--- config.mk ---
export PLATFORM = sky130hd
export DESIGN_NAME = lottery_scheduler_pick
export DESIGN_NICKNAME = d
export VERILOG_FILES = /design/src/design/lsp_pkg.sv /design/src/design/lsp_ram.sv /design/src/design/lsp_ctrl.sv /design/src/design/lsp_dpath.sv /design/src/design/lottery_scheduler_pick.sv
export SDC_FILE = /design/constraint.sdc
export NUM_CORES = 1
export LEC_CHECK = 0
export ABC_AREA = 1
export BUFFER_PORTS_ARGS = -buffer_cell sky130_fd_sc_hd__buf_2
export CELL_PAD_IN_SITES_DETAIL_PLACEMENT = 0
export CELL_PAD_IN_SITES_GLOBAL_PLACEMENT = 1
export CORE_ASPECT_RATIO = 2
export CORE_MARGIN = 4
export CORE_UTILIZATION = 25
export CTS_CLUSTER_SIZE = 20
export DETAILED_ROUTE_END_ITERATION = 10
export GPL_ROUTABILITY_DRIVEN = 0
export MAX_ROUTING_LAYER = met4
export PLACE_DENSITY = 0.53
export SLEW_MARGIN = 30
export SYNTH_ARGS = -nofsm -noshare
export SYNTH_HDL_FRONTEND = slang
export SYNTH_HIERARCHICAL = 1
export SYNTH_SLANG_ARGS = --single-unit
export TNS_END_PERCENT = 30
--- constraint.sdc ---
create_clock -name clk -period 6.7 [get_ports clk]
set_input_delay 1.34 -clock clk [delete_from_list [all_inputs] [get_ports clk]]
set_output_delay 1.34 -clock clk [all_outputs]
set_load 0.01 [all_outputs]
--- src/design/lsp_pkg.sv ---
package lsp_pkg;

	localparam int RAND_W    = 32;
	localparam int PIDX_W    = 5;
	localparam int TVAL_W    = 16;
	localparam int DIV_CNT_W = 5;

	typedef enum logic {
		CMD_SET  = 1'b0,
		CMD_DRAW = 1'b1
	} lsp_cmd_t;

	typedef struct packed {
		lsp_cmd_t            cmd;
		logic [PIDX_W-1:0]   proc_index;
		logic [TVAL_W-1:0]   ticket_value;
		logic                is_eligible;
		logic [RAND_W-1:0]   random_word;
	} lsp_req_t;

	typedef struct packed {
		logic [PIDX_W-1:0]   winner_index;
		logic                no_winner;
	} lsp_rsp_t;

	typedef enum logic [2:0] {
		S_IDLE,
		S_SUM,
		S_CHECK,
		S_DIV,
		S_WALK,
		S_OUT
	} lsp_state_t;

	typedef struct packed {
		logic wr_en;
		logic start;
		logic issue;
		logic sum_en;
		logic div_init;
		logic div_step;
		logic walk_en;
		logic set_none;
		logic load_out;
	} lsp_ctl_t;

	typedef struct packed {
		logic all_issued;
		logic total_zero;
		logic div_last;
		logic walk_end;
	} lsp_sts_t;

endpackage

--- src/design/lsp_ram.sv ---
module lsp_ram
	#(
		parameter int WIDTH = 16,
		parameter int DEPTH = 32
	)
	(
		input  logic                     clk,
		input  logic                     we,
		input  logic [$clog2(DEPTH)-1:0] waddr,
		input  logic [WIDTH-1:0]         wdata,
		input  logic [$clog2(DEPTH)-1:0] raddr,
		output logic [WIDTH-1:0]         rdata
	);

	logic [WIDTH-1:0] mem_q [DEPTH];

	always_ff @(posedge clk) begin
		if (we) begin
			mem_q[waddr] <= wdata;
		end
		rdata <= mem_q[raddr];
	end

endmodule

--- src/design/lsp_ctrl.sv ---
module lsp_ctrl
	import lsp_pkg::*;
	(
		input  logic     clk,
		input  logic     arst_n,
		input  logic     req_valid,
		input  lsp_cmd_t req_cmd,
		output logic     req_stall,
		output logic     rsp_valid,
		input  logic     rsp_stall,
		output lsp_ctl_t ctl,
		input  lsp_sts_t sts
	);

	lsp_state_t state_q, state_d;
	logic       rsp_valid_q;
	logic       out_free;

	assign out_free  = !rsp_valid_q || !rsp_stall;
	assign req_stall = (state_q != S_IDLE);
	assign rsp_valid = rsp_valid_q;

	always_comb begin
		state_d = state_q;
		unique case (state_q)
			S_IDLE: begin
				if (req_valid && req_cmd == CMD_DRAW) begin
					state_d = S_SUM;
				end
			end
			S_SUM: begin
				if (sts.all_issued) begin
					state_d = S_CHECK;
				end
			end
			S_CHECK: begin
				state_d = sts.total_zero ? S_OUT : S_DIV;
			end
			S_DIV: begin
				if (sts.div_last) begin
					state_d = S_WALK;
				end
			end
			S_WALK: begin
				if (sts.walk_end) begin
					state_d = S_OUT;
				end
			end
			S_OUT: begin
				if (out_free) begin
					state_d = S_IDLE;
				end
			end
			default: state_d = S_IDLE;
		endcase
	end

	always_comb begin
		ctl = '0;
		unique case (state_q)
			S_IDLE: begin
				if (req_valid) begin
					ctl.wr_en = (req_cmd == CMD_SET);
					ctl.start = (req_cmd == CMD_DRAW);
				end
			end
			S_SUM: begin
				ctl.issue  = 1'b1;
				ctl.sum_en = 1'b1;
			end
			S_CHECK: begin
				ctl.set_none = sts.total_zero;
				ctl.div_init = !sts.total_zero;
			end
			S_DIV: begin
				ctl.div_step = 1'b1;
			end
			S_WALK: begin
				ctl.issue   = 1'b1;
				ctl.walk_en = 1'b1;
			end
			S_OUT: begin
				ctl.load_out = out_free;
			end
			default: ctl = '0;
		endcase
	end

	always_ff @(posedge clk or negedge arst_n) begin
		if (!arst_n) begin
			state_q     <= S_IDLE;
			rsp_valid_q <= 1'b0;
		end else begin
			state_q <= state_d;
			if (ctl.load_out) begin
				rsp_valid_q <= 1'b1;
			end else if (!rsp_stall) begin
				rsp_valid_q <= 1'b0;
			end
		end
	end

	a_rsp_from_out: assert property (@(posedge clk) disable iff (!arst_n)
		$rose(rsp_valid_q) |-> $past(state_q == S_OUT))
		else $error("result raised outside the output state");

	a_div_complete: assert property (@(posedge clk) disable iff (!arst_n)
		(state_q == S_WALK && $past(state_q == S_DIV)) |-> $past(sts.div_last))
		else $error("walk started before the reduction finished");

	a_out_waits: assert property (@(posedge clk) disable iff (!arst_n)
		(state_q == S_OUT && !out_free) |=> (state_q == S_OUT))
		else $error("result dropped while the output register was full");

endmodule

--- src/design/lsp_dpath.sv ---
module lsp_dpath
	import lsp_pkg::*;
	#(
		parameter int NUM_PROCS   = 32,
		parameter int TICKET_BITS = 16
	)
	(
		input  logic     clk,
		input  logic     arst_n,
		input  lsp_req_t req,
		input  lsp_ctl_t ctl,
		output lsp_sts_t sts,
		output lsp_rsp_t rsp
	);

	localparam int IDX_W = $clog2(NUM_PROCS);
	localparam int SUM_W = TICKET_BITS + IDX_W;
	localparam int CW    = (SUM_W > RAND_W + 1) ? SUM_W : RAND_W + 1;
	localparam int KW    = (SUM_W > RAND_W) ? SUM_W : RAND_W;

	logic [IDX_W+PIDX_W-1:0]      idx_wide;
	logic [TICKET_BITS+TVAL_W-1:0] tv_wide;
	logic                         we;
	logic [IDX_W-1:0]             waddr;
	logic [TICKET_BITS-1:0]       wdata;
	logic [IDX_W-1:0]             raddr;
	logic [TICKET_BITS-1:0]       rdata;
	logic [NUM_PROCS-1:0]         vld_q;

	logic [IDX_W:0]               cnt_q;
	logic                         issue_eff;
	logic                         rd_act_s1;
	logic [IDX_W-1:0]             rd_idx_s1;
	logic                         vld_s1;
	logic [SUM_W-1:0]             eff;

	logic [SUM_W-1:0]             sum_q;
	logic [RAND_W-1:0]            quo_q;
	logic [RAND_W-1:0]            rem_q;
	logic [DIV_CNT_W-1:0]         divcnt_q;
	logic [CW-1:0]                shifted;
	logic [CW-1:0]                sum_ext;
	logic [CW-1:0]                diff;

	logic [SUM_W-1:0]             run_q;
	logic [SUM_W-1:0]             run_next;
	logic                         hit;
	logic                         found_q;
	logic [IDX_W-1:0]             pick_q;
	logic                         none_q;
	logic [IDX_W+PIDX_W-1:0]      pick_wide;

	assign idx_wide = {{IDX_W{1'b0}}, req.proc_index};
	assign tv_wide  = {{TICKET_BITS{1'b0}}, req.ticket_value};
	assign we       = ctl.wr_en && (idx_wide < (IDX_W+PIDX_W)'(NUM_PROCS));
	assign waddr    = idx_wide[IDX_W-1:0];
	assign wdata    = req.is_eligible ? tv_wide[TICKET_BITS-1:0] : '0;
	assign raddr    = cnt_q[IDX_W-1:0];

	lsp_ram #(
		.WIDTH (TICKET_BITS),
		.DEPTH (NUM_PROCS)
	) u_ram (
		.clk   (clk),
		.we    (we),
		.waddr (waddr),
		.wdata (wdata),
		.raddr (raddr),
		.rdata (rdata)
	);

	assign issue_eff = ctl.issue && !sts.all_issued && !found_q;
	assign eff       = vld_s1 ? {{IDX_W{1'b0}}, rdata} : '0;

	assign shifted = CW'({rem_q, quo_q[RAND_W-1]});
	assign sum_ext = CW'(sum_q);
	assign diff    = shifted - sum_ext;

	assign run_next = run_q + eff;
	assign hit      = KW'(run_next) > KW'(rem_q);

	assign sts.all_issued = (cnt_q == (IDX_W+1)'(NUM_PROCS));
	assign sts.total_zero = (sum_q == '0);
	assign sts.div_last   = (divcnt_q == DIV_CNT_W'(RAND_W - 1));
	assign sts.walk_end   = found_q || (sts.all_issued && !rd_act_s1);

	assign pick_wide = {{PIDX_W{1'b0}}, pick_q};

	always_ff @(posedge clk or negedge arst_n) begin
		if (!arst_n) begin
			vld_q     <= '0;
			cnt_q     <= '0;
			rd_act_s1 <= 1'b0;
			found_q   <= 1'b0;
			divcnt_q  <= '0;
		end else begin
			if (we) begin
				vld_q[waddr] <= 1'b1;
			end
			rd_act_s1 <= issue_eff;
			if (ctl.start || ctl.div_init) begin
				cnt_q   <= '0;
				found_q <= 1'b0;
			end else begin
				if (issue_eff) begin
					cnt_q <= cnt_q + 1'b1;
				end
				if (ctl.walk_en && rd_act_s1 && !found_q && hit) begin
					found_q <= 1'b1;
				end
			end
			if (ctl.div_init) begin
				divcnt_q <= '0;
			end else if (ctl.div_step) begin
				divcnt_q <= divcnt_q + 1'b1;
			end
		end
	end

	always_ff @(posedge clk) begin
		if (issue_eff) begin
			rd_idx_s1 <= raddr;
			vld_s1    <= vld_q[raddr];
		end
		if (ctl.start) begin
			quo_q  <= req.random_word;
			sum_q  <= '0;
			run_q  <= '0;
			pick_q <= '0;
			none_q <= 1'b0;
		end else begin
			if (ctl.sum_en && rd_act_s1) begin
				sum_q <= sum_q + eff;
			end
			if (ctl.set_none) begin
				none_q <= 1'b1;
			end
			if (ctl.div_init) begin
				rem_q <= '0;
			end else if (ctl.div_step) begin
				rem_q <= (shifted >= sum_ext) ? diff[RAND_W-1:0] : shifted[RAND_W-1:0];
				quo_q <= {quo_q[RAND_W-2:0], 1'b0};
			end
			if (ctl.walk_en && rd_act_s1 && !found_q) begin
				run_q <= run_next;
				if (hit) begin
					pick_q <= rd_idx_s1;
				end
			end
		end
		if (ctl.load_out) begin
			rsp.no_winner    <= none_q;
			rsp.winner_index <= none_q ? '0 : pick_wide[PIDX_W-1:0];
		end
	end

	a_found_bound: assert property (@(posedge clk) disable iff (!arst_n)
		(found_q && ctl.walk_en) |-> (KW'(run_q) > KW'(rem_q)))
		else $error("winner recorded below the winning ticket");

	a_cnt_range: assert property (@(posedge clk) disable iff (!arst_n)
		cnt_q <= (IDX_W+1)'(NUM_PROCS))
		else $error("table address counter ran past the table");

	a_rem_below_total: assert property (@(posedge clk) disable iff (!arst_n)
		ctl.walk_en |-> (CW'(rem_q) < sum_ext))
		else $error("reduced ticket not below the eligible total");

endmodule

--- src/design/lottery_scheduler_pick.sv ---
// Lottery pick over a table of NUM_PROCS process entries.
// The req channel carries one transaction per command. A set transaction writes
// the ticket count of one entry (zero when it is not eligible) in the cycle it is accepted and
// gives no result; an index beyond the table is ignored. A draw transaction
// gives exactly one rsp transaction: the winning entry, or no_winner with a zero
// index when the eligible tickets sum to zero.
// A draw makes one table pass to total the tickets, 32 steps of the bit-serial
// remainder unit, and a second table pass that stops at the winner; a zero
// total goes straight to the result. Both passes read the single ticket RAM
// port one entry per cycle. A set leaves the controller idle, so sets may
// follow one another back to back.
// req_stall is high while a draw is in progress. A finished result sits in an
// output register; the next transaction is accepted while it waits, and a
// further draw holds its result until rsp_stall releases the register.
// Reset clears every entry to ineligible with no tickets and empties the
// output register; no clearing pass is needed.
module lottery_scheduler_pick
	import lsp_pkg::*;
	#(
		parameter int NUM_PROCS   = 32,
		parameter int TICKET_BITS = 16
	)
	(
		input  logic     clk,
		input  logic     arst_n,
		input  logic     req_valid,
		output logic     req_stall,
		input  lsp_req_t req,
		output logic     rsp_valid,
		input  logic     rsp_stall,
		output lsp_rsp_t rsp
	);

	lsp_ctl_t ctl;
	lsp_sts_t sts;

	lsp_ctrl u_ctrl (
		.clk       (clk),
		.arst_n    (arst_n),
		.req_valid (req_valid),
		.req_cmd   (req.cmd),
		.req_stall (req_stall),
		.rsp_valid (rsp_valid),
		.rsp_stall (rsp_stall),
		.ctl       (ctl),
		.sts       (sts)
	);

	lsp_dpath #(
		.NUM_PROCS   (NUM_PROCS),
		.TICKET_BITS (TICKET_BITS)
	) u_dpath (
		.clk    (clk),
		.arst_n (arst_n),
		.req    (req),
		.ctl    (ctl),
		.sts    (sts),
		.rsp    (rsp)
	);

endmodule

# == Word-level counts from Yosys, hierarchy flattened ==
# Memories as Yosys holds them, arrays and structs flattened. A register that Yosys moved wholly into a read port is not among the register bits.
# Index checks and enable logic that the tools add are counted.
# word_totals
ff_bits,173
ramBits,512
input_bits,59
elab_cells,114
memories,1
# op_classes
add_sub_neg,5
order_cmp,6
n_eq_ne,14
muxes,37
bitwise_logic,3
n_reduce_logical,31
# memory_table
memory,depth,width,rd,rd_ports_with_merged_regs,write_ports,line,rtl
u_dpath.u_ram.mem_q,32,16,1,1,1,lsp_ram.sv:15,logic [WIDTH-1:0] mem_q [DEPTH];
# ops
operator,n
$mux 32,5
$add 21x21->21,2
$ge 33x21->1,1
$gt 21x32->1,1
$mux 16,2
$or 32x32->32,1
$sub 32x21->32,1
$logic_not 21->1,1
$lt 5x6->1 const B,3
$mux 3,6
$pmux 3 s6,1
$mux 1,15
$mux 6,2
$logic_and 1x1->1,10
$mux 5,2
$ne 2x1->1 const B,5
$reduce_bool 2->1,4
$add 6x1->6 const B,1
$eq 3x2->1 const B,2
$eq 3x3->1 const B,2
$eq 6x6->1 const B,1
$logic_not 1->1,6
$reduce_and 2->1,3
$add 5x1->5 const B,1
13 further kinds,18

# == Longest topological paths before layout ==
# Gate-level depths: netlist of run 1.
# logic_depth
word_depth,7
depth_mapped,29
mapped_depth_nobuf,27

# == Hierarchy ==
# Netlist of run 1, hierarchy kept.
# modules_own_cells
module,n_inst,cells_each,area_each_um2,seq_area_each_um2
lsp_ram,1,1794,21301.7,15695.1
lsp_dpath,1,1761,12269.3,4369.2
lsp_ctrl,1,53,322.8,100.1

# == Worst setup path after synthesis of run 1 ==
# No wires, ideal clock.
# synth_path
path_type,input to register
start,input port req[54] in the netlist's numbering
end,"register u_dpath.rem_q[0], enable pin"
t_arrival_ns,3.390
required_time_ns,6.279
path_slack_ns,2.889
path_stages,6
path_cell_list,nand2_1 > nor2_1 > clkbuf_1 > clkbuf_1 > clkbuf_1 > nor2_1
# synth_lines
element,line,rtl
start: declaration,lottery_scheduler_pick.sv:28,"input lsp_req_t req,"
end signal: assignment,lsp_dpath.sv:141,rem_q <= (shifted >= sum_ext) ? diff[RAND_W-1:0] : shifted[RAND_W-1:0];
end: declaration,lsp_dpath.sv:39,logic [RAND_W-1:0] rem_q;

# == Worst setup path in the final report of run 1 ==
# layout_path
start,register u_dpath.vld_s1
end,register u_dpath.pick_q[0]
# layout_via
elab_chain_len,4
# layout_lines
element,line,rtl
start: declaration,lsp_dpath.sv:34,logic vld_s1;
start signal: assignment,lsp_dpath.sv:123,vld_s1 <= vld_q[raddr];
$mux 16,lsp_dpath.sv:73,"assign eff = vld_s1 ? {{IDX_W{1'b0}}, rdata} : '0;"
$add 21x21->21,lsp_dpath.sv:79,assign run_next = run_q + eff;
named net u_dpath.run_next[6],lsp_dpath.sv:46,logic [SUM_W-1:0] run_next;
$gt 21x32->1,lsp_dpath.sv:80,assign hit = KW'(run_next) > KW'(rem_q);
$reduce_and 2->1 (no source line),--,
end signal: assignment,lsp_dpath.sv:147,pick_q <= rd_idx_s1;
end: declaration,lsp_dpath.sv:49,logic [IDX_W-1:0] pick_q;
# The timed path passes the listed nets, and every way through them passes these cells.
# A chain may end at the register's enable or synchronous reset.

==> impl_metrics.env, run 1 <==
export IMPL_status="completed"
export IMPL_synth_seq_cells=701
export IMPL_synth_area_leader_cell="edfxtp_1"
export IMPL_cts_hold_buffers=0
export IMPL_first_global_vias=25100
export IMPL_final_cell_area_mm2=0.0382
export IMPL_hold_viol=0
export IMPL_r2r_end="u_dpath/pick_q[0]"
export IMPL_critPathMaxStageDelay_ps=790
export IMPL_firstDrtPassIters=5
export IMPL_crit_required_ps=7230
export IMPL_netlist_instances=3608
export IMPL_htree_levels=3
export IMPL_seq_area_mm2=0.0202
export IMPL_num_rows=190
export IMPL_worstHoldStart="u_dpath/vld_q[13]"
export IMPL_leakage_uw=0.0155
export IMPL_drive_gt1_share_pct=9.21
export IMPL_min_path_cells=2
export IMPL_post_cts_resized=0
export IMPL_fin_ws_ps=2490
export IMPL_totalWireLength_mm=115
export IMPL_power_density_mw_per_mm2=446
export IMPL_start_util_pct=25.2
export IMPL_cts_root_buf="clkbuf_16"
export IMPL_synthToLayoutAreaGrowth_pct=12.7
export IMPL_synth_fp_nets=3742
export IMPL_cpMaxStageDelayCell="edfxtp_1"
export IMPL_grt_use_total_pct=16.5
export IMPL_fin_skew_ps=22.1
export IMPL_crit_type="reg2reg"
export IMPL_place_inst=5279
export IMPL_multi_input_area_mm2=0.0118
export IMPL_routedWlPerCell_um=21.3
export IMPL_seq_area_frac_synth_pct=59.5
export IMPL_core_mm2=0.134
export IMPL_synthesis_area_mm2=0.0339
export IMPL_ios=67
export IMPL_cpMostUsedCell="nand2_1"
export IMPL_fmax_ghz=0.238
export IMPL_r2r_setup_slack_ps=2490
export IMPL_post_cts_buffers=0
export IMPL_tns_ps=0
export IMPL_grt_max_degree=158
export IMPL_dp_hpwl_mm=81.8
export IMPL_drc=0
export IMPL_fill_cells=14100
export IMPL_antenna_found_initial=3
export IMPL_crit_chain="nand2_1 -> nand2_1 -> nand2_1 -> inv_1 -> ha_1 -> inv_1 -> nand2_2 -> nand2_1 -> nand2_1 -> nand2_2 -> o21bai_2 -> xor2_1 -> ha_1 -> nand2_1 -> nor4_1 -> a31oi_2 -> a21oi_1 -> nor2_1"
export IMPL_layout_cells_non_filler=5411
export IMPL_grt_pass1_wl_mm=167
export IMPL_r2r_start="u_dpath/vld_s1"
export IMPL_peakVddDrop_v=0.000274
export IMPL_clk_pin_slew_worst_paths_ps=60
export IMPL_maxSlewViolCount=0
export IMPL_rsz0062_at_grt="no"
export IMPL_vias=24400
export IMPL_setup_viol=0
export IMPL_clk_latency_ps=660
export IMPL_cts_buffers_inserted=72
export IMPL_drtIter0Drc=1492
export IMPL_cp_startpoint="u_dpath/vld_s1"
export IMPL_fin_crit_sh_pct=62.8
export IMPL_ys_warnings_count=6
export IMPL_path_max_fanout=21
export IMPL_io_buffers=66
export IMPL_dieArea_mm2=0.142
export IMPL_hold_class="reg2reg"
export IMPL_die_h_um=529
export IMPL_synth_distinct_cells=50
export IMPL_max_cap_violations=0
export IMPL_clock_sinks=701
export IMPL_overflow=0
export IMPL_synth_area_per_cell_um2=9.39
export IMPL_cp_start_kind="register"
export IMPL_ant_nets=0
export IMPL_slew_headroom_pct=29.6
export IMPL_chipWidth_um=268
export IMPL_cts_max_path_buffers=3
export IMPL_viasPerCell=4.51
export IMPL_cts_tree="yes"
export IMPL_crit_path_end_kind="register"
export IMPL_final_nets=3759
export IMPL_synth_top_area_share_pct=52.1
export IMPL_arrival_ps=4740
export IMPL_reg2regPathDepth=18
export IMPL_pre_cts_slack_ps=2010
export IMPL_holdPathEnd="u_dpath/vld_q[13]"
export IMPL_synth_area_top_cells="edfxtp_1 52%, nand2_1 13%, nand3_1 7.6%, dfxtp_1 3.8%, dfrtp_1 3.6%"
export IMPL_worstMarginPinSlew_ps=1060
export IMPL_placed_area_mm2=0.0357
export IMPL_finalCriticalPeriod_ps=4210
## Yosys cell counts, drive strengths merged
library cell	instances
nor4	7
xnor2	4
a22oi	1
or2	1
o21bai	24
dfrtp	49
buf	102
inv	290
nor3	22
edfxtp	588
o21a	5
nand3b	4
o21ai	101
a21boi	4
nand4	22
xor2	28
fa	1
clkinv	4
nand3	537
nor2b	1
a21oi	140
ha	74
and3b	1
a32oi	1
nand2	1246
a31oi	2
clkbuf	45
nor2	234
dfxtp	64
nor3b	1
a21o	4
and2	1
## per-layer routing
metal  global-route usage (%)  wire length, µm  up-vias
met3                     1.53             2680      202
met5                        -                0        -
li1                         -                -    12100
met1                     15.9            40500    11700
met2                     32.1            65700      389
met4                     8.48             6600        0
## critical path, delay by kind of cell (launching register included)
family	cells	cell delay [ps]
flops	1	790
xor+xnor	1	140
buf+inv	2	130
fa+ha+maj	2	430
simple gates	10	1730
compound gates	3	870
## registers in the layout (all words and copies together) (netlist names), 6 cells and up
| name | cells |
|---|---|
| u_dpath/rem_q | 32 |
| u_dpath/u_ram/mem_q | 512 |
| u_dpath/run_q | 21 |
| u_dpath/vld_q | 32 |
| u_dpath/sum_q | 21 |
| u_dpath/cnt_q | 6 |
| u_dpath/u_ram/rdata | 16 |
| u_dpath/quo_q | 32 |
| u_dpath/rsp | 6 |
## report_power, final
part | leakage (µW) | switching, µW | internal, µW | total, µW
combinational | 0.00784 | 5100 | 1940 | 7040
sequential | 0.00650 | 391 | 5300 | 5700
clock | 0.00120 | 1820 | 2470 | 4290
## layout make-up
type                            instances  area share [%]
Antenna cell                            1         0.00655
Clock buffer                           89            5.07
Clock inverter                         42            1.41
Inverter                              294            2.92
Multi-Input combinational cell       2466            30.8
Sequential cell                       701            52.8
Tap cell                             1728            5.66
Timing Repair Buffer                   90            1.37
## cell families after synthesis
group	synth area share (%)
adder cells (fa/ha/maj)	2.79
XOR/XNOR	0.827
AND/OR/NAND/NOR	26.2
AO/OA/AOI/OAI	4.52
flip-flops	59.5
buffers and inverters	6.19
## cells in the final DEF, fill, tap and decap left out, types with 19 or more instances in the layout
master,instances
a21oi_1,140
buf_2,66
buf_4,23
clkbuf_16,75
dfrtp_1,45
dfxtp_1,64
edfxtp_1,588
ha_1,74
inv_1,266
inv_2,19
nand2_1,1217
nand2_2,23
nand3_1,515
nand3_2,22
nand4_1,22
nor2_1,182
nor2_2,48
nor3_1,21
o21ai_0,91
o21bai_1,22
xor2_1,28
## worst max-delay path by stage
stage	to	slack, ps	cells after the start
after detailed placement	u_dpath/u_ram/mem_q[2][13]	2010	4
final	u_dpath/pick_q[0]	2490	18
after global placement	u_dpath/u_ram/mem_q[20][12]	1990	4
after CTS	u_dpath/pick_q[4]	2430	18
after global routing	u_dpath/pick_q[4]	2120	19
after floorplan	u_dpath/rem_q[0]	2890	6
## per-stage QoR
step | hold slack, ps | utilization [%] | total power [µW]
final | 457 | 28.5 | 17000
after detailed placement | 446 | 26.6 | 12900
after CTS | 462 | 28.4 | 17300
after global placement | 439 | 26.6 | 12900
after floorplan | 427 | - | 10400
after global routing | 482 | 28.5 | 18100
No activity file was read; power rests on OpenSTA's default activity.
==> run 2: changes to the inputs <==
==> constraint.sdc (replaced) <==
create_clock -name clk -period 4 [get_ports clk]
set_input_delay 0.8 -clock clk [delete_from_list [all_inputs] [get_ports clk]]
set_output_delay 0.8 -clock clk [all_outputs]
set_load 0.01 [all_outputs]
==> run 2 against run 1 <==
  * Hold slack got worse by 320 ps
  * Wire length fell by 2.5%
  * First-iteration DRC count fell by 8.6%
  * Sequential share of layout area fell by 0.90 points
  * Power rose by 67%
  * Combinational power rose by 68%
  * Clock power rose by 68%
  * Critical endpoint is now u_dpath/pick_q[1]
==> impl_metrics.env, run 2 (synthesis gave the netlist of run 1 again) <==
export IMPL_final_nets=3832
export IMPL_peakVddDrop_v=0.000366
export IMPL_finalCriticalPeriod_ps=3570
export IMPL_reg2regPathDepth=22
export IMPL_cpMostUsedCell="nand2_1"
export IMPL_slew_headroom_pct=39.0
export IMPL_hold_class="in2async"
export IMPL_status="completed"
export IMPL_grt_max_degree=92
export IMPL_synthToLayoutAreaGrowth_pct=14.7
export IMPL_maxSlewViolCount=0
export IMPL_post_cts_buffers=0
export IMPL_drc=0
export IMPL_cpMaxStageDelayCell="edfxtp_1"
export IMPL_final_common_cell="nand2_1"
export IMPL_overflow=0
export IMPL_clk_latency_ps=660
export IMPL_rsz0062_at_grt="no"
export IMPL_leakage_uw=0.0160
export IMPL_num_rows=190
export IMPL_crit_required_ps=4520
export IMPL_cts_root_buf="clkbuf_16"
export IMPL_cts_max_path_buffers=3
export IMPL_setup_viol=0
export IMPL_clk_pin_slew_worst_paths_ps=60
export IMPL_hold_viol=0
export IMPL_critPathMaxStageDelay_ps=460
export IMPL_path_max_fanout=18
export IMPL_cts_buffers_inserted=71
export IMPL_finalPower_uw=28500
export IMPL_worstMarginPinSlew_ps=914
export IMPL_htree_levels=3
export IMPL_max_cap_violations=0
export IMPL_crit_path_end_kind="register"
export IMPL_crit_chain="buf_12 -> nand3_1 -> nand2_1 -> inv_1 -> ha_1 -> inv_1 -> nand2_2 -> nand2_1 -> nand2_1 -> nand2_2 -> o21bai_2 -> xor2_1 -> ha_1 -> nand2_1 -> o21a_1 -> nand2_1 -> nand2_1 -> nand2_1 -> nand2_1 -> nand2_2 -> a21oi_1 -> nor2_1"
export IMPL_firstDrtPassIters=6
export IMPL_die_h_um=529
export IMPL_ant_nets=0
export IMPL_core_mm2=0.134
export IMPL_dieArea_mm2=0.142
export IMPL_cp_start_kind="register"
export IMPL_io_buffers=66
export IMPL_r2r_setup_slack_ps=430
export IMPL_fmax_ghz=0.280
export IMPL_antenna_found_initial=3
export IMPL_arrival_ps=4090
export IMPL_routedWlPerCell_um=20.5
export IMPL_pre_cts_slack_ps=348
export IMPL_drtIter0Drc=1364
export IMPL_start_util_pct=25.2
export IMPL_drive_gt1_share_pct=10.6
export IMPL_fin_crit_sh_pct=89.3
export IMPL_cp_top_family="simple AND/OR/NAND/NOR gates"
export IMPL_critical_path_buf_inv_count=3
export IMPL_vias=24800
export IMPL_fin_ws_ps=429
export IMPL_crit_type="reg2reg"
export IMPL_cts_tree="yes"
export IMPL_grt_pass1_wl_mm=164
export IMPL_final_cell_mix="1216 x nand2_1, 588 x edfxtp_1, 517 x nand3_1"
export IMPL_dp_hpwl_mm=78.3
export IMPL_totalWireLength_mm=113
export IMPL_path_depth=22
export IMPL_largest_register="u_dpath/u_ram/mem_q"
export IMPL_tns_ps=0
export IMPL_ios=67
export IMPL_chipWidth_um=268
export IMPL_grt_use_total_pct=16.1
export IMPL_fin_skew_ps=32.3
export IMPL_viasPerCell=4.51
export IMPL_largest_register_ffs=512
export IMPL_first_global_vias=24800
export IMPL_power_density_mw_per_mm2=733
export IMPL_clock_sinks=701
-- run 2: metrics by stage --
step           utilization, %  hold WS [ps]  instance area (µm²)  std cells
3_3_place_gp             27.1           437                36400       5353
5_1_grt                  28.9           156                38900       5484
6_report                 28.9           139                38900       5484
3_5_place_dp             27.1           445                36400       5353
2_1_floorplan               -           427                33900       3608
4_1_cts                  28.9           120                38900       5481
-- run 2: where the power goes --
group / switching, µW / leakage (µW) / internal, µW
logic: 8310 / 0.00829 / 3470
clock network: 3080 / 0.00120 / 4140
registers: 629 / 0.00650 / 8880
-- run 2: worst paths after layout --
kind / start / end
worst min-delay path: arst_n / u_ctrl/rsp_valid
min in group clk: req[30] / u_dpath/quo_q[30]
worst min register to register: u_dpath/vld_q[5] / u_dpath/vld_q[5]
worst max-delay path: u_dpath/vld_s1 / u_dpath/pick_q[1]
max in group asynchronous: arst_n / u_dpath/vld_q[28]
worst max register to register: u_dpath/vld_s1 / u_dpath/pick_q[1]
-- run 2: cell type report --
cell class	instances	area, µm²
diodes	3	7.51
clock buffers	83	1870
clock inverters	45	607
fillers	14100	95400
inverters	294	1110
multi-input cells	2466	11700
flip-flops and latches	701	20200
well taps	1728	2160
repair buffers	164	1210
-- run 2: what timing repair did --
action | CTS | global route
resized for setup | 0 | 1
hold buffers | 0 | 0
setup endpoints to repair | 0 | 5
-- run 2: per-layer routing --
layer	up-vias	track usage [%]	share of wire, %
met4	0	7.51	4.9
met1	11800	15.3	35
met2	445	31.7	58
met5	-	-	0
li1	12300	-	-
met3	206	1.57	2.6
==> run 3: changes to the inputs <==
--- a/config.mk
+++ b/config.mk
@@ -17,6 +17,7 @@
 export GPL_ROUTABILITY_DRIVEN = 0
 export MAX_ROUTING_LAYER = met4
 export PLACE_DENSITY = 0.53
+export SKIP_CTS_REPAIR_TIMING = 1
 export SLEW_MARGIN = 30
 export SYNTH_ARGS = -nofsm -noshare
 export SYNTH_HDL_FRONTEND = slang
==> constraint.sdc (replaced) <==
create_clock -name clk -period 4 [get_ports clk]
set_input_delay 0 -clock clk [delete_from_list [all_inputs] [get_ports clk]]
set_output_delay 0 -clock clk [all_outputs]
set_load 0.01 [all_outputs]
==> run 3 against run 2 <==
  * The run now ends with negative hold slack left
  * Flip-flop and latch count unchanged
  * Hold slack worse by 160 ps
  * Power down 0.34%
  * Non-clock buffer count up 43
  * Count of clock-buffer cells in the layout up 8
  * Sequential share of layout area down 0.45 points
  * Worst setup slack worse by 130 ps
  * Sequential power about the same
  * Final cell count up 0.82%
  * Clock skew down 6.2 ps
  * Largest cell class unchanged
  * Largest power group unchanged
==> impl_metrics.env, run 3 (synthesis gave the netlist of run 1 again) <==
export IMPL_status="finished, violations left"
export IMPL_violations="negative hold slack"
export IMPL_firstDrtPassIters=6
export IMPL_arrival_ps=4240
export IMPL_cp_start_kind="register"
export IMPL_core_mm2=0.134
export IMPL_fill_cells=14100
export IMPL_place_inst=5348
export IMPL_layout_cells_non_filler=5529
export IMPL_maxSlewViolCount=0
export IMPL_crit_path_end_kind="register"
export IMPL_worstMarginPinSlew_ps=879
export IMPL_setup_viol=0
export IMPL_chipWidth_um=268
export IMPL_pre_cts_slack_ps=354
export IMPL_dp_hpwl_mm=79.0
export IMPL_die_h_um=529
export IMPL_clk_latency_ps=660
export IMPL_max_cap_violations=0
export IMPL_drc=0
export IMPL_rsz0062_at_grt="no"
export IMPL_tns_ps=0
export IMPL_crit_required_ps=4540
export IMPL_clock_sinks=701
export IMPL_fin_crit_sh_pct=92.6
export IMPL_hold_ws_ps=-24.7
export IMPL_clk_pin_slew_worst_paths_ps=70
export IMPL_routedWlPerCell_um=20.8
export IMPL_cts_max_path_buffers=3
export IMPL_grt_max_degree=112
export IMPL_fin_skew_ps=26.1
export IMPL_power_density_mw_per_mm2=724
export IMPL_slew_headroom_pct=41.4
export IMPL_cts_tree="yes"
export IMPL_peakVddDrop_v=0.000321
export IMPL_hold_class="in2reg"
export IMPL_largest_register_ffs=512
export IMPL_ant_nets=0
export IMPL_final_cell_mix="1217 x nand2_1, 588 x edfxtp_1, 517 x nand3_1"
export IMPL_totalWireLength_mm=115
export IMPL_fmax_ghz=0.270
export IMPL_ios=67
export IMPL_final_nets=3875
export IMPL_viasPerCell=4.55
export IMPL_min_path_cells=7
export IMPL_largest_register="u_dpath/u_ram/mem_q"
export IMPL_fin_util_pct=29.2
export IMPL_hold_viol=3
export IMPL_io_buffers=66
export IMPL_leakage_uw=0.0161
export IMPL_cts_buffers_inserted=71
export IMPL_finalCriticalPeriod_ps=3700
export IMPL_htree_levels=3
export IMPL_first_global_vias=25100
export IMPL_path_max_fanout=21
export IMPL_dieArea_mm2=0.142
export IMPL_num_rows=190
export IMPL_cts_root_buf="clkbuf_16"
export IMPL_drtIter0Drc=1471
export IMPL_synthToLayoutAreaGrowth_pct=15.7
export IMPL_start_util_pct=25.2
export IMPL_fin_ws_ps=297
export IMPL_grt_pass1_wl_mm=167
export IMPL_reg2regPathDepth=22
export IMPL_antenna_found_initial=4
export IMPL_crit_type="reg2reg"
export IMPL_overflow=0
export IMPL_drive_gt1_share_pct=10.3
export IMPL_grt_use_total_pct=16.4
export IMPL_vias=25100
export IMPL_final_common_cell="nand2_1"
[run 3: cell count changes in the layout (fill, tap and decap cells not counted), moves of 3 or more]
| cell | delta |
|---|---|
| buf_4 | -6 |
| bufinv_16 | -6 |
| clkbuf_8 | +3 |
| clkinv_2 | +4 |
| dlygate4sd3_1 | +48 |
| inv_8 | -3 |
[run 3: final cells by class]
class | count | area (µm²) | area share [%]
Clock inverter | 38 | 402 | 1.02
Antenna cell | 4 | 10.0 | 0.0255
Inverter | 294 | 1110 | 2.84
Multi-Input combinational cell | 2466 | 11700 | 29.9
Tap cell | 1728 | 2160 | 5.51
Sequential cell | 701 | 20200 | 51.4
Timing Repair Buffer | 207 | 1650 | 4.20
Clock buffer | 91 | 1980 | 5.05
[run 3: worst max-delay path, stage by stage, from the launching register on]
cell      delay [ps]
edfxtp_1         410
buf_12           180
nand3_1          150
nand2_1          140
inv_1             80
ha_1             140
inv_1             40
nand2_2          150
nand2_1           80
nand2_1          120
nand2_2          140
o21bai_2         230
xor2_1           330
ha_1             300
nand2_1          100
o21a_1           130
nand2_1          140
nand2_1           90
nand2_1           60
nand2_1           60
nand2_1          220
a21oi_1          210
nor2_1            60
[run 3: final timing paths]
kind	startpoint	to	slack (ps)
min	req[54]	u_ctrl/state_q[1]	-20
max in group asynchronous	arst_n	u_dpath/divcnt_q[1]	3130
max	u_dpath/vld_s1	u_dpath/pick_q[1]	300
min reg2reg	u_dpath/vld_q[14]	u_dpath/vld_q[14]	460
min in group asynchronous	arst_n	u_dpath/vld_q[7]	10
max reg2reg	u_dpath/vld_s1	u_dpath/pick_q[1]	300
[run 3: power breakdown]
group | internal (µW) | switching, µW
registers | 8880 | 664
logic | 3490 | 8420
clock network | 3880 | 3080
total | 16200 | 12200
[run 3: metal layers]
metal | routed length, µm | vias up | GRT usage (%)
met3 | 2790 | 210 | 1.80
met5 | 0 | - | -
met4 | 5550 | 0 | 7.23
met1 | 40400 | 12100 | 15.7
met2 | 66200 | 424 | 32.3
li1 | - | 12400 | -
[run 3: through the flow]
| step | area, µm² | total power, µW |
|---|---|---|
| detailed placement | 36300 | 21700 |
| global route | 39200 | 30300 |
| CTS | 38700 | 28800 |
| finish | 39200 | 28400 |
| floorplan | 33900 | 17400 |
| global placement | 36300 | 21800 |
